<file path="config.mk">
export PLATFORM = sky130hd
export DESIGN_NAME = cce_coeff_mem
export DESIGN_NICKNAME = d
export VERILOG_FILES = /design/src/sv/cce_pkg.sv /design/src/sv/cce_coeff_mem.sv
export SDC_FILE = /design/constraint.sdc
export NUM_CORES = 2
export LEC_CHECK = 0
export BUFFER_PORTS_ARGS = -buffer_cell sky130_fd_sc_hd__buf_4
export CAP_MARGIN = 10
export CORE_ASPECT_RATIO = 1.4
export CORE_MARGIN = 10
export CORE_UTILIZATION = 30
export CTS_CLUSTER_SIZE = 40
export DETAILED_ROUTE_END_ITERATION = 16
export GPL_TIMING_DRIVEN = 0
export PLACE_DENSITY = 0.53
export SYNTH_ARGS = -nofsm -noshare
export SYNTH_HDL_FRONTEND = slang
export SYNTH_SLANG_ARGS = --single-unit
</file>
<file path="constraint.sdc">
create_clock -name i_clk -period 4.2 [get_ports i_clk]
set_clock_uncertainty 0.05 [all_clocks]
set_input_delay 0.84 -clock i_clk [delete_from_list [all_inputs] [get_ports i_clk]]
set_output_delay 0.84 -clock i_clk [all_outputs]
set_load 0.01 [all_outputs]
</file>
<file path="src/sv/cce_pkg.sv">
// ---------------------------------------------------------------------------
// cce_pkg: shared types and constants for the Chebyshev series evaluator
// Field widths, request and register codes, state encoding and the
// configuration bundle passed from the register block to the engine.
// ---------------------------------------------------------------------------
`default_nettype none

package cce_pkg;

    // Default highest coefficient index held in the table
    localparam int MAX_DEGREE_DEF = 63;

    // Field widths
    localparam int DATA_W  = 32;
    localparam int DEG_W   = 6;
    localparam int REQ_W   = 2;
    localparam int IDX_W   = 6;
    localparam int ACC_W   = 48;
    localparam int PADDR_W = 4;
    localparam int PDATA_W = 32;

    // Saturation bounds (raw Q16.16 and Q32.16 units)
    localparam longint ACC_LIM   = 64'sd140737488355327;
    localparam longint RES_MAX_L = 64'sd2147483647;
    localparam longint RES_MIN_L = -64'sd2147483648;

    // Register reset values
    localparam logic [DATA_W-1:0] SCALE_RESET  = 32'h0001_0000;
    localparam logic [DATA_W-1:0] OFFSET_RESET = 32'h0000_0000;

    // Register indexes (word address)
    localparam logic [1:0] REG_DEGREE = 2'd0;
    localparam logic [1:0] REG_SCALE  = 2'd1;
    localparam logic [1:0] REG_OFFSET = 2'd2;

    // Request codes
    typedef enum logic [REQ_W-1:0] {
        REQ_WRITE   = 2'd0,
        REQ_T_VALUE = 2'd1,
        REQ_U_VALUE = 2'd2,
        REQ_T_DERIV = 2'd3
    } t_req_kind;

    // Engine sequencer states
    typedef enum logic [2:0] {
        ST_IDLE,
        ST_MULX,
        ST_UADD,
        ST_STEP_A,
        ST_STEP_B,
        ST_DONE
    } t_eng_state;

    // Configuration bundle
    typedef struct packed {
        logic [DEG_W-1:0]         degree;
        logic signed [DATA_W-1:0] scale;
        logic signed [DATA_W-1:0] offset;
    } t_cfg;

endpackage

`default_nettype wire

</file>
<file path="src/sv/cce_coeff_mem.sv">
// ---------------------------------------------------------------------------
// cce_coeff_mem: coefficient table
// Synchronous one-write one-read memory with a registered read port and a
// zeroing sweep after reset, one entry per cycle.
// ---------------------------------------------------------------------------
`default_nettype none

module cce_coeff_mem #(
    parameter int MAX_DEGREE = cce_pkg::MAX_DEGREE_DEF
) (
    input  wire logic                                i_clk,
    input  wire logic                                i_rst_n,
    input  wire logic                                i_we,
    input  wire logic [$clog2(MAX_DEGREE+1)-1:0]     i_waddr,
    input  wire logic [cce_pkg::DATA_W-1:0]          i_wdata,
    input  wire logic [$clog2(MAX_DEGREE+1)-1:0]     i_raddr,
    output logic      [cce_pkg::DATA_W-1:0]          o_rdata,
    output logic                                     o_busy
);
    import cce_pkg::*;

    localparam int DEPTH = MAX_DEGREE + 1;
    localparam int IW    = $clog2(DEPTH);

    logic [DATA_W-1:0] r_mem [DEPTH];
    logic [DATA_W-1:0] r_rdata;
    logic              r_clr_busy;
    logic [IW-1:0]     r_clr_addr;

    // Storage: sweep writes zero, otherwise take the request write
    always_ff @(posedge i_clk) begin
        if (r_clr_busy) begin
            r_mem[r_clr_addr] <= '0;
        end else if (i_we) begin
            r_mem[i_waddr] <= i_wdata;
        end
        r_rdata <= r_mem[i_raddr];
    end

    // Advance the zeroing sweep after reset
    always_ff @(posedge i_clk) begin
        if (!i_rst_n) begin
            r_clr_busy <= 1'b1;
            r_clr_addr <= '0;
        end else if (r_clr_busy) begin
            r_clr_addr <= r_clr_addr + IW'(1);
            if (r_clr_addr == IW'(MAX_DEGREE)) begin
                r_clr_busy <= 1'b0;
            end
        end
    end

    assign o_rdata = r_rdata;
    assign o_busy  = r_clr_busy;

endmodule

`default_nettype wire

</file>
==> impl_metrics.json <==
{
  "status": "finished, violations left",
  "violations": "negative setup slack",
  "power.total_uw": 42330,
  "cts_tree": "built",
  "cp-start-kind": "input pin",
  "use_met1_pct": 20.37,
  "via_per_inst": 5.242,
  "grt.busiest_layer": "met2",
  "leakagePower_uw": 0.02795,
  "routabilityCongestion": 0.8343,
  "port_buffers": 76,
  "required_ps": 4780,
  "hold_violations": 0,
  "grt_util_met3_pct": 2.130,
  "grt_usage_pct": 16.96,
  "clock_path_buffers": 4,
  "rr_worst_depth": 8,
  "design_area_sq_mm": 0.09294,
  "synthTopCellsByArea": "edfxtp_1, mux4_2, dfxtp_1",
  "grt_pass1_wl_um": 335900,
  "drive_above_1_share_pct": 30.94,
  "syn-instance-count": 3398,
  "firstDrtPassIters": 5,
  "slowest_delay_ps": 790,
  "wl_per_cell_um": 33.36,
  "placed_area_sq_mm": 0.08674,
  "timing.rr.start": "o_busy",
  "initial_core_util_pct": 30.18,
  "power_density_mw_per_mm2": 455.5,
  "cap_violations": 0,
  "totalWireLength_um": 247400,
  "nets": 3827,
  "hold_ws_ps": 185.6,
  "period_needed_ps": 4289,
  "grt_overflow_total": 0,
  "cp_cell_sequence": "buf_4 > buf_4 > buf_2 > buf_2 > nand3b_1 > o221ai_1 > a21oi_2 > a21oi_1 > a221oi_1",
  "ioPinCount": 80,
  "synth_flop_cell": "edfxtp_1",
  "synth_edf_count": 2048,
  "vdd_drop_max_v": 0.0003931,
  "setup_violations": 1,
  "drcViolationCount": 0,
  "areaGrowthSynthToFinish_pct": 17.70,
  "synth_cell_types": 44,
  "synth_seq_cells": 2087,
  "rr_endpoint": "r_mem[58][26]",
  "met2_usage_pct": 30.23,
  "die_w_um": 453.6,
  "antenna_left": 0,
  "path_buf_inv": 4,
  "cts.clk_slew.worst_paths_ps": 60,
  "yosysTopAreaCellShare_pct": 77.89,
  "postSynth.asyncResetShare_pct": 0,
  "dp_slack_ps": -1233,
  "multi_input_area_sq_mm": 0.01617,
  "hp-class": "in -> reg",
  "cts_root_buf": "clkbuf_16",
  "tightest_slew_ps": 1344,
  "worstSetupEndpointType": "flop",
  "hpwl_um": 169600,
  "antenna_found_initial": 18,
  "synth-warning-count": 0,
  "path_max_fanout": 11,
  "die_h_um": 627.0,
  "setup_ws_ps": -89.42,
  "critPathSlowestCell": "a221oi_1",
  "ys_seq_area_share_pct": 78.87,
  "clock-sinks": 2087,
  "core_region_area_sq_mm": 0.2617,
  "hold_depth": 2,
  "drt_iter0_drc": 4854,
  "grt_pass1_vias": 39670,
  "cts_made_buffers": 195,
  "r2r_slack_ps": 380,
  "fillerInstances": 24040,
  "avgSynthCellArea_sq_um": 23.24,
  "grt_max_degree": 65,
  "rsz0062_at_grt": "no",
  "yosysTopAreaCell": "edfxtp_1",
  "fin_crit_sh_pct": 102.1,
  "slew_headroom_pct": 9.711,
  "core.rowCount": 222,
  "worst-setup-path-type": "in -> reg",
  "die_area_sq_mm": 0.2844,
  "regArea_sq_mm": 0.06228,
  "hp-start": "i_rst_n",
  "max_freq_mhz": 233.1,
  "hold_end": "o_busy",
  "post_cts_buffers": 0,
  "maxSlewViolCount": 0,
  "cp_top_family": "compound AO/OA/AOI/OAI gates",
  "worstPathArrival_ps": 4870,
  "syn_area_sq_mm": 0.07896,
  "num_vias": 38870,
  "cts_max_level": 4,
  "clkLatencyLatePin_ps": 840,
  "syn-num-nets": 3446,
  "cp_num_cells": 9,
  "tns_ps": -89.42
}
-- per-layer routing --
layer | share of wire [%] | up-vias
li1 | - | 15420
met1 | 37 | 21460
met2 | 52 | 1605
met3 | 5.7 | 378
met4 | 5.2 | 4
met5 | 0.011 | -
-- power breakdown --
part	internal (uW)	switching, uW
clock network	9740	7740
logic	771	1370
registers	22700	41.3
total	33200	9150
-- logic make-up (layout without fill, tap and decap cells) --
logic type / count (synthesis) / after routing / share of synthesized area, %
and+or+nand+nor: 236 / 236 / 1.436
adders and majority gates: 1 / 1 / 0.01584
xor gates and xnor gates: 4 / 4 / 0.04438
muxes: 553 / 553 / 15.15
DFF: 2087 / 2087 / 78.87
other: 0 / 13 / 0
AOI/OAI and AO/OA: 327 / 327 / 3.036
buffers and inverters: 190 / 722 / 1.439
-- final cells by class --
class                      count  share of cell area [%]
buffer                       187                   1.213
tap                         3472                   4.674
inverter                       2                0.008078
timing repair buffer         185                   3.075
clock inverter               111                   1.096
multi-input combinational   1121                   17.40
clock buffer                 237                   5.489
sequential                  2087                   67.01
antenna                       13                 0.03500
-- per-stage QoR --
stage                     utilization (%)  cells
after floorplan                         -   3398
after global placement              32.06   6946
after detailed placement            33.15   7055
after CTS                           35.51   7402
after global routing                35.51   7403
final                               35.52   7415
-- worst max path at each step --
stage / end / startpoint / slack, ps
after CTS: o_rdata[25] / i_raddr[1] / 20
after detailed placement: o_rdata[29] / i_raddr[4] / -1230
after floorplan: r_mem[0][0] / i_we / 570
final: o_rdata[4] / i_raddr[1] / -90
after global routing: o_rdata[25] / i_raddr[1] / 80
after global placement: r_mem[11][5] / i_we / -2000
-- placed cells by master (no fill, tap or decap), types with 9 or more instances in the layout --
cell        netlist  layout
a211oi_1         10      10
a21oi_1          46      39
a221oi_1         59      49
a221oi_2          0      10
a22o_1           59      59
a22oi_1          26      26
a311oi_1         10      10
and2_2            0      22
and2_4            0      10
buf_1             9       9
buf_12            1      75
buf_16            0      26
buf_2            60      60
buf_4            31     110
buf_6            28      34
bufinv_16         0      18
clkbuf_1         57      93
clkbuf_16         0     198
clkinv_1          0      43
clkinv_2          0      34
clkinvlp_4        0       9
dfxtp_1          39      39
diode_2           0      13
edfxtp_1       2048    2048
mux2_2           10      10
mux2i_1          30      30
mux4_2          513     513
nand2_1          33      33
nand2b_1         12      12
nor2_1           99      35
nor2_4            0      64
nor2b_1          11      11
nor3_1           15      15
o21ai_0          12      12
o221ai_1         18      18
o22ai_1          78      78
-- Yosys cell counts (6+ instances only) --
library cell  count
a21oi_1          46
mux2i_1          30
a221oi_1         59
nor3_1           15
o22ai_1          78
buf_1             9
nand3_1           7
buf_6            28
a211oi_1         10
o221ai_1         18
clkbuf_1         57
a22o_1           59
mux2_2           10
nand3b_1          6
o21ai_0          12
nand2_1          33
buf_4            31
a311oi_1         10
a22oi_1          26
and2_1           40
edfxtp_1       2048
nand2b_1         12
dfxtp_1          39
buf_2            60
mux4_2          513
nor2b_1          11
or3_1             6
nor2_1           99
-- sequential cells by signal, summed over array words and instances (netlist names) --
| name | flops |
|---|---|
| o_busy | 1 |
| r_clr_addr | 6 |
| r_mem | 2048 |
| o_rdata | 32 |
-- what timing repair did --
| action | in CTS | in global routing |
|---|---|---|
| hold buffers | 0 | 0 |
| resized for setup | 11 | 0 |
| endpoints found under the setup margin | 17 | 0 |
(Power assumes the default switching activity.)
