[config.mk]
export PLATFORM = sky130hd
export DESIGN_NAME = cce_regs
export DESIGN_NICKNAME = d
export VERILOG_FILES = /design/src/sv/cce_pkg.sv /design/src/sv/cce_regs.sv
export SDC_FILE = /design/constraint.sdc
export NUM_CORES = 1
export LEC_CHECK = 0
export BUFFER_PORTS_ARGS = -buffer_cell sky130_fd_sc_hd__buf_4
export CORE_ASPECT_RATIO = 0.5
export CORE_MARGIN = 3
export CORE_UTILIZATION = 52
export CTS_BUF_LIST = sky130_fd_sc_hd__clkbuf_4
export CTS_CLUSTER_SIZE = 8
export DETAILED_ROUTE_END_ITERATION = 8
export PLACE_DENSITY = 0.88
export SYNTH_ARGS = -nofsm -noshare
export SYNTH_HDL_FRONTEND = slang
export SYNTH_SLANG_ARGS = --single-unit
[constraint.sdc]
create_clock -name i_clk -period 3.05 [get_ports i_clk]
set_input_delay 0.1525 -clock i_clk [delete_from_list [all_inputs] [get_ports i_clk]]
set_output_delay 0.1525 -clock i_clk [all_outputs]
set_load 0.1 [all_outputs]
[src/sv/cce_pkg.sv]
// ---------------------------------------------------------------------------
// cce_pkg: shared types and constants for the Chebyshev series evaluator
// Field widths, request and register codes, state encoding and the
// configuration bundle passed from the register block to the engine.
// ---------------------------------------------------------------------------
`default_nettype none

package cce_pkg;

    // Default highest coefficient index held in the table
    localparam int MAX_DEGREE_DEF = 63;

    // Field widths
    localparam int DATA_W  = 32;
    localparam int DEG_W   = 6;
    localparam int REQ_W   = 2;
    localparam int IDX_W   = 6;
    localparam int ACC_W   = 48;
    localparam int PADDR_W = 4;
    localparam int PDATA_W = 32;

    // Saturation bounds (raw Q16.16 and Q32.16 units)
    localparam longint ACC_LIM   = 64'sd140737488355327;
    localparam longint RES_MAX_L = 64'sd2147483647;
    localparam longint RES_MIN_L = -64'sd2147483648;

    // Register reset values
    localparam logic [DATA_W-1:0] SCALE_RESET  = 32'h0001_0000;
    localparam logic [DATA_W-1:0] OFFSET_RESET = 32'h0000_0000;

    // Register indexes (word address)
    localparam logic [1:0] REG_DEGREE = 2'd0;
    localparam logic [1:0] REG_SCALE  = 2'd1;
    localparam logic [1:0] REG_OFFSET = 2'd2;

    // Request codes
    typedef enum logic [REQ_W-1:0] {
        REQ_WRITE   = 2'd0,
        REQ_T_VALUE = 2'd1,
        REQ_U_VALUE = 2'd2,
        REQ_T_DERIV = 2'd3
    } t_req_kind;

    // Engine sequencer states
    typedef enum logic [2:0] {
        ST_IDLE,
        ST_MULX,
        ST_UADD,
        ST_STEP_A,
        ST_STEP_B,
        ST_DONE
    } t_eng_state;

    // Configuration bundle
    typedef struct packed {
        logic [DEG_W-1:0]         degree;
        logic signed [DATA_W-1:0] scale;
        logic signed [DATA_W-1:0] offset;
    } t_cfg;

endpackage

`default_nettype wire

[src/sv/cce_regs.sv]
// ---------------------------------------------------------------------------
// cce_regs: configuration register block
// APB-style slave holding degree, interval scale and interval offset.
// ---------------------------------------------------------------------------
`default_nettype none

module cce_regs (
    input  wire logic                         i_clk,
    input  wire logic                         i_rst_n,
    input  wire logic                         psel,
    input  wire logic                         penable,
    input  wire logic                         pwrite,
    input  wire logic [cce_pkg::PADDR_W-1:0]  paddr,
    input  wire logic [cce_pkg::PDATA_W-1:0]  pwdata,
    output logic      [cce_pkg::PDATA_W-1:0]  prdata,
    output logic                              pready,
    output cce_pkg::t_cfg                     o_cfg
);
    import cce_pkg::*;

    logic [DEG_W-1:0]  r_degree;
    logic [DATA_W-1:0] r_scale;
    logic [DATA_W-1:0] r_offset;
    logic              wr_stb;
    logic [1:0]        reg_idx;

    assign pready  = 1'b1;
    assign wr_stb  = psel && penable && pwrite;
    assign reg_idx = paddr[3:2];

    // Capture register writes on the access cycle
    always_ff @(posedge i_clk) begin
        if (!i_rst_n) begin
            r_degree <= '0;
            r_scale  <= SCALE_RESET;
            r_offset <= OFFSET_RESET;
        end else if (wr_stb) begin
            unique case (reg_idx)
                REG_DEGREE: r_degree <= pwdata[DEG_W-1:0];
                REG_SCALE:  r_scale  <= pwdata;
                REG_OFFSET: r_offset <= pwdata;
                default: ;
            endcase
        end
    end

    // Read back
    always_comb begin
        unique case (reg_idx)
            REG_DEGREE: prdata = {{(PDATA_W-DEG_W){1'b0}}, r_degree};
            REG_SCALE:  prdata = r_scale;
            REG_OFFSET: prdata = r_offset;
            default:    prdata = '0;
        endcase
    end

    assign o_cfg.degree = r_degree;
    assign o_cfg.scale  = r_scale;
    assign o_cfg.offset = r_offset;

endmodule

`default_nettype wire

==> summary.txt, run 1 <==
STA
  • Worst setup margin: 1.14 ns
  • Worst slew pin tran: 1.04 ns
  • Setup violators final: 0
  • Total negative setup slack: 0 ns
  • Minimum clock period: 1.91 ns
  • Final Cycle Share: 0.627
  • Fmax: 523 MHz
  • Max-slew violation count: 0
  • RSZ-0062 raised after global routing: no
  • Final hold vios: 0
  • Clock skew: 0 ns
  • Slew headroom: 0.308

Pwr
  • Power density cells: 405 nW/um2
  • Total Power Consumption: 1680 uW
  • Leakage: 0.00185 uW
  • VDD IR max: 0.000234 V

Synthesis
  • Yosys reg bits: 70
  • Synth area leader: dfxtp_1
  • Synthesized net count: 364
  • Top cell type's share of synthesized area: 0.455
  • Synth warn: 0
  • Synth unique cells: 19
  • Register area share after synthesis: 0.455
  • Mapped Cells: 323
  • Synthesized area: 3080 um2
  • Syn avg cell area: 9.54 um2
  • Largest cells by area after synthesis: dfxtp_1, mux2i_1, nand2_1

Worst setup path
  • Reg2Reg Setup Slack: 2.33 ns
  • Most common cell on crit path: buf_4
  • Arrival @ worst endpoint: 1.76 ns
  • Critical Path RT: 2.90 ns
  • Critical path, cell by cell: buf_4 > nor2b_2 > buf_4 > a22o_1 > buf_4
  • CP Launch Type: input port
  • Critical path's slowest cell: nor2b_2
  • Delay-heaviest family, CP: buffers and inverters
  • Critical path peak fanout: 15
  • Critical Path Max Stage Delay: 0.60 ns
  • Type of the worst setup path: input port to primary output
  • Buf/Inv on CP: 3
  • Crit. End Element: primary output

Clock network
  • CTS H-tree lvls: 3
  • Clk sinks: 70
  • Total CTS buffers: 9
  • Post-CTS setup buffers: 0
  • CTS root buffer: clkbuf_4
  • Clock slew at reported path FFs: 0.10 ns
  • Clock buffer depth: 2
  • CTS tree: done
  • Worst-Skew Late Latency: 0.40 ns

Floorplan
  • Core box area: 5610 um2
  • Initial Util: 0.550
  • Ports: 144
  • Die area: 6940 um2
  • Row count: 19
  • Die Width: 115 um
  • Die Y: 60.4 um

Final layout
  • Layout Utilization: 0.738
  • Multi-input gate area: 1470 um2
  • Number of diodes: 0
  • Number of fill cells in the layout: 408
  • Post-route insts no fill: 525
  • Post-layout net count: 490
  • Register area: 1400 um2
  • Area delta synth->final: 34.4%
  • Share of cells above drive strength 1: 0.352

Drt
  • Via Count: 2799
  • 1st-iter DRT viols: 167
  • Final ANT Viol Nets: 0
  • Vias per cell: 5.33
  • WL final: 8.18 mm
  • Drc violations: 0
  • DRT Pass-1 Iters: 4
  • Wire per inst: 15.6 um

Placed design
  • Placer Congestion: 0.730
  • Placed Instances: 510
  • Post-DP HPWL: 5.76 mm
  • Pre-CTS setup slack: 1.09 ns
  • PortBufs: 140

Worst hold path
  • Type of the most critical hold path: input port to flop

Global routing
  • Initial antenna violation count: 0
  • Global-route wire length before repair: 12.7 mm
  • Vias in the first global route: 2765
  • Gr ovfl total: 0
  • Gr usage total: 0.232
  • Largest net degree at the start of global routing: 103

Status
  • Outcome: finished, final reports clean

Job
  • Max-cap viol count: 0
## cells in the final DEF (no fill, tap or decap)
cell type        n
a22o_1          26
and2_2           1
and2_4           1
and3_1           1
buf_4          142
clkbuf_4        11
clkinv_1         1
clkinv_2         2
conb_1           1
dfxtp_1         70
dlygate4sd3_1    1
inv_1            1
mux2i_1         75
nand2_1        108
nand3_1          1
nor2_1           1
nor2b_2          2
o211ai_1         1
o21ai_1          6
## layout make-up
type	count	share of cell area
clock buffers	11	0.0199
well taps	73	0.0220
clock inverters	3	0.00332
multi-input cells	224	0.356
inverters	1	0.000906
repair buffers	143	0.260
flip-flops and latches	70	0.338
## through the flow
step | cell area, um2 | hold slack, ns
floorplan | 3080 | 0.295
global placement | 4040 | 0.418
detailed placement | 4040 | 0.431
CTS | 4140 | 0.00139
global route | 4140 | 0.00550
finish | 4140 | 0.0280
## timing repair
| action | 4_1_cts | 5_1_grt |
|---|---|---|
| hold buffers | 1 | 0 |
| gates resized for setup | 0 | 0 |
| hold endpoints to repair | 1 | 0 |
## cell families after synthesis
family / count (synthesis) / synth area share
AOI/OAI and AO/OA: 33 / 0.0860
buffers and inverters: 29 / 0.0694
and+or+nand+nor: 115 / 0.145
DFF: 70 / 0.455
other: 1 / 0.00122
muxes: 75 / 0.244
## worst reg2reg max path: cells and delay by family (launching register included)
| family | cells | cell delay [ns] |
|---|---|---|
| DFF | 1 | 0.39 |
| buffers and inverters | 1 | 0.06 |
| AOI/OAI and AO/OA | 1 | 0.19 |
## flip-flops by register name, summed over array words and instances, names as in the netlist
name	cells
r_degree	6
r_offset	32
r_scale	32
## report_power, final
part           switching, uW  total [uW]  internal, uW
logic                    201         278          76.4
registers               10.0         936           926
clock network            292         465           172
total                    503        1680          1170
## layer usage
metal | wire length [um] | vias to the layer above | global-route usage
met4 | 120 | 0 | 0.0803
met3 | 412 | 15 | 0.0618
li1 | - | 1346 | -
met2 | 4410 | 78 | 0.462
met1 | 3230 | 1360 | 0.243
met5 | 0 | - | 0
## final timing paths
kind / startpoint / to / depth (start not counted)
worst min register to register: r_offset[17] / r_offset[17] / 2
worst min-delay path: pwdata[21] / r_offset[21] / 3
worst max-delay path: paddr[2] / prdata[10] / 5
worst max register to register: r_scale[16] / r_scale[16] / 2
## Yosys cell counts
cell      number
dfxtp_1       70
buf_4          2
a22o_1        26
o211ai_1       1
o21ai_0        6
nor2b_1        2
buf_6          6
conb_1         1
and2_4         1
inv_1          1
mux2i_1       75
and2_1         1
buf_12         3
nor2_1         1
and3_1         1
buf_2          3
nand2_1      108
clkbuf_1      14
nand3_1        1
(Power assumes the default switching activity.)
==> inputs of run 2 (changes only) <==
- CORE_UTILIZATION: 52 -> 48
- PLACE_DENSITY: 0.88 -> 0.82
- clock period: 3.05 -> 1.9 ns (I/O delays scaled with it)
==> summary.txt, run 2 (synthesized netlist as in run 1, its figures left out) <==
Status
  • Outcome: finished, final reports clean

Final layout
  • Number of fill cells in the layout: 362
  • Post-layout net count: 529
  • Design area: 4680 um2
  • Most frequent cells in the layout: buf_4, nand2_1, mux2i_1, dfxtp_1, dlygate4sd3_1
  • Area delta synth->final: 51.9%
  • Layout Utilization: 0.804
  • Number of diodes: 0
  • Register area: 1410 um2
  • Commonest non-fill, non-tap cell in the layout: buf_4
  • Multi-input gate area: 1570 um2
  • Share of cells above drive strength 1: 0.414
  • Biggest regs: r_offset x32, r_scale x32, r_degree x6

Drt
  • Wire per inst: 15.9 um
  • 1st-iter DRT viols: 151
  • DRT Pass-1 Iters: 7
  • Vias per cell: 5.10
  • WL final: 9.18 mm
  • Via Count: 2942
  • Drc violations: 0
  • Final ANT Viol Nets: 0

STA
  • Minimum clock period: 1.47 ns
  • Final Cycle Share: 0.776
  • Clock skew: 0 ns
  • Fmax: 678 MHz
  • RSZ-0062 raised after global routing: no
  • Max-slew violation count: 0
  • Setup violators final: 0
  • Total negative setup slack: 0 ns
  • Final hold vios: 0

Global routing
  • Vias in the first global route: 3151
  • Gr ovfl total: 0
  • Initial antenna violation count: 0
  • Global-route wire length before repair: 15.2 mm
  • Largest net degree at the start of global routing: 41
  • Gr usage total: 0.247

Worst setup path
  • R2r startpoint: r_scale[26]
  • Arrival @ worst endpoint: 1.38 ns
  • CP Launch Type: flop
  • Type of the worst setup path: flop to primary output
  • Worst R2R Path Depth: 2
  • Critical Path Max Stage Delay: 0.39 ns
  • Critical path, cell by cell: mux2i_1 > o21ai_4 > buf_4
  • Reg2Reg Setup Slack: 1.18 ns
  • Critical path's slowest cell: dfxtp_1
  • Crit. End Element: primary output
  • Critical path peak fanout: 3
  • Critical Path RT: 1.80 ns
  • Capturing point of the worst reg2reg path: r_scale[26]

Pwr
  • Leakage: 0.00206 uW
  • Sw Ratio: 0.317
  • Net Switching: 890 uW
  • Power density cells: 600 nW/um2
  • Sequential power share: 0.535
  • VDD IR max: 0.000538 V
  • Combinational share of power: 0.186
  • Clk pwr share: 0.280
  • Cell-internal power: 1920 uW

Worst hold path
  • Hold Path Depth: 2
  • Type of the most critical hold path: input port to flop
  • Worst Hold Launch: i_rst_n
  • Hold Path End: r_scale[16]

Clock network
  • Clock buffer depth: 2
  • CTS root buffer: clkbuf_4
  • Total CTS buffers: 9
  • Worst-Skew Late Latency: 0.40 ns
  • Clk sinks: 70
  • CTS H-tree lvls: 3
  • Clock slew at reported path FFs: 0.11 ns
  • CTS tree: done
  • Cts repair resizes: 0

Floorplan
  • Die Width: 119 um
  • Initial Util: 0.529
  • Row count: 19
  • Die Y: 62.7 um
  • Core box area: 5820 um2
  • Ports: 144
  • Die area: 7480 um2

Placed design
  • DP Area: 4250 um2
  • Placer Congestion: 0.752
  • Post-DP HPWL: 6.29 mm
  • PortBufs: 140

Job
  • Max-cap viol count: 0
[run 2: cell types whose count changed in the layout (fill, tap and decap cells not counted), moves of 2 or more]
cell	change
clkinv_1	+2
clkbuf_4	-2
a22o_1	-26
a22o_2	+26
dlygate4sd3_1	+31
clkinvlp_4	+2
buf_4	+5
buf_12	+3
o21ai_1	-6
dfxtp_1	-5
o21ai_4	+6
dfxtp_2	+5
[run 2: how the worst max path moves through the flow]
stage               slack [ns]           to  cells after the start        start
floorplan               -0.005    prdata[0]                      2   r_scale[0]
global placement          0.46  r_offset[7]                      6     paddr[3]
detailed placement        0.38  r_offset[3]                      6     paddr[3]
CTS                       0.41    prdata[5]                      3  r_degree[5]
global route              0.35    prdata[5]                      3  r_degree[5]
finish                    0.43    prdata[5]                      3  r_degree[5]
[run 2: critical path, delay by kind of cell (launching register included)]
kind / cells / cell delay, ns
buffers and inverters: 1 / 0.30
multiplexers: 1 / 0.14
AO/OA/AOI/OAI: 1 / 0.15
flip-flops: 1 / 0.39
[run 2: metal layers]
layer  up-vias  GRT usage  wire length (um)
li1       1417          -                 -
met1      1430      0.280              3730
met2        91      0.472              4940
met3         4     0.0606               459
met4         0     0.0471                48
met5         -          0                 0
[run 2: final cells by class]
type,instances,area share
Multi-Input combinational cell,224,0.336
Timing Repair Buffer,182,0.317
Sequential cell,70,0.301
Tap cell,84,0.0224
Clock buffer,9,0.0144
Clock inverter,7,0.00855
Inverter,1,0.000802
[run 2: stage by stage]
step / cells / hold WS, ns / setup slack, ns / power, uW
detailed placement: 529 / 0.374 / 0.381 / 2000
global route: 577 / 0.128 / 0.352 / 2930
finish: 577 / 0.105 / 0.425 / 2810
CTS: 577 / 0.0815 / 0.412 / 2820
floorplan: 323 / 0.237 / -0.00460 / 1860
global placement: 529 / 0.359 / 0.460 / 1990
[run 2: power groups by stage]
stage	registers, uW	logic, uW	clock network, uW
2_1_floorplan	1670	193	0
3_3_place_gp	1530	455	0
3_5_place_dp	1540	465	0
4_1_cts	1500	518	802
5_1_grt	1510	548	875
6_report	1500	522	786
[run 2: repair_timing]
| item | CTS | global route |
|---|---|---|
| buffers inserted | 0 | 0 |
| hold buffers | 32 | 0 |
| endpoints found under the hold margin | 68 | 0 |
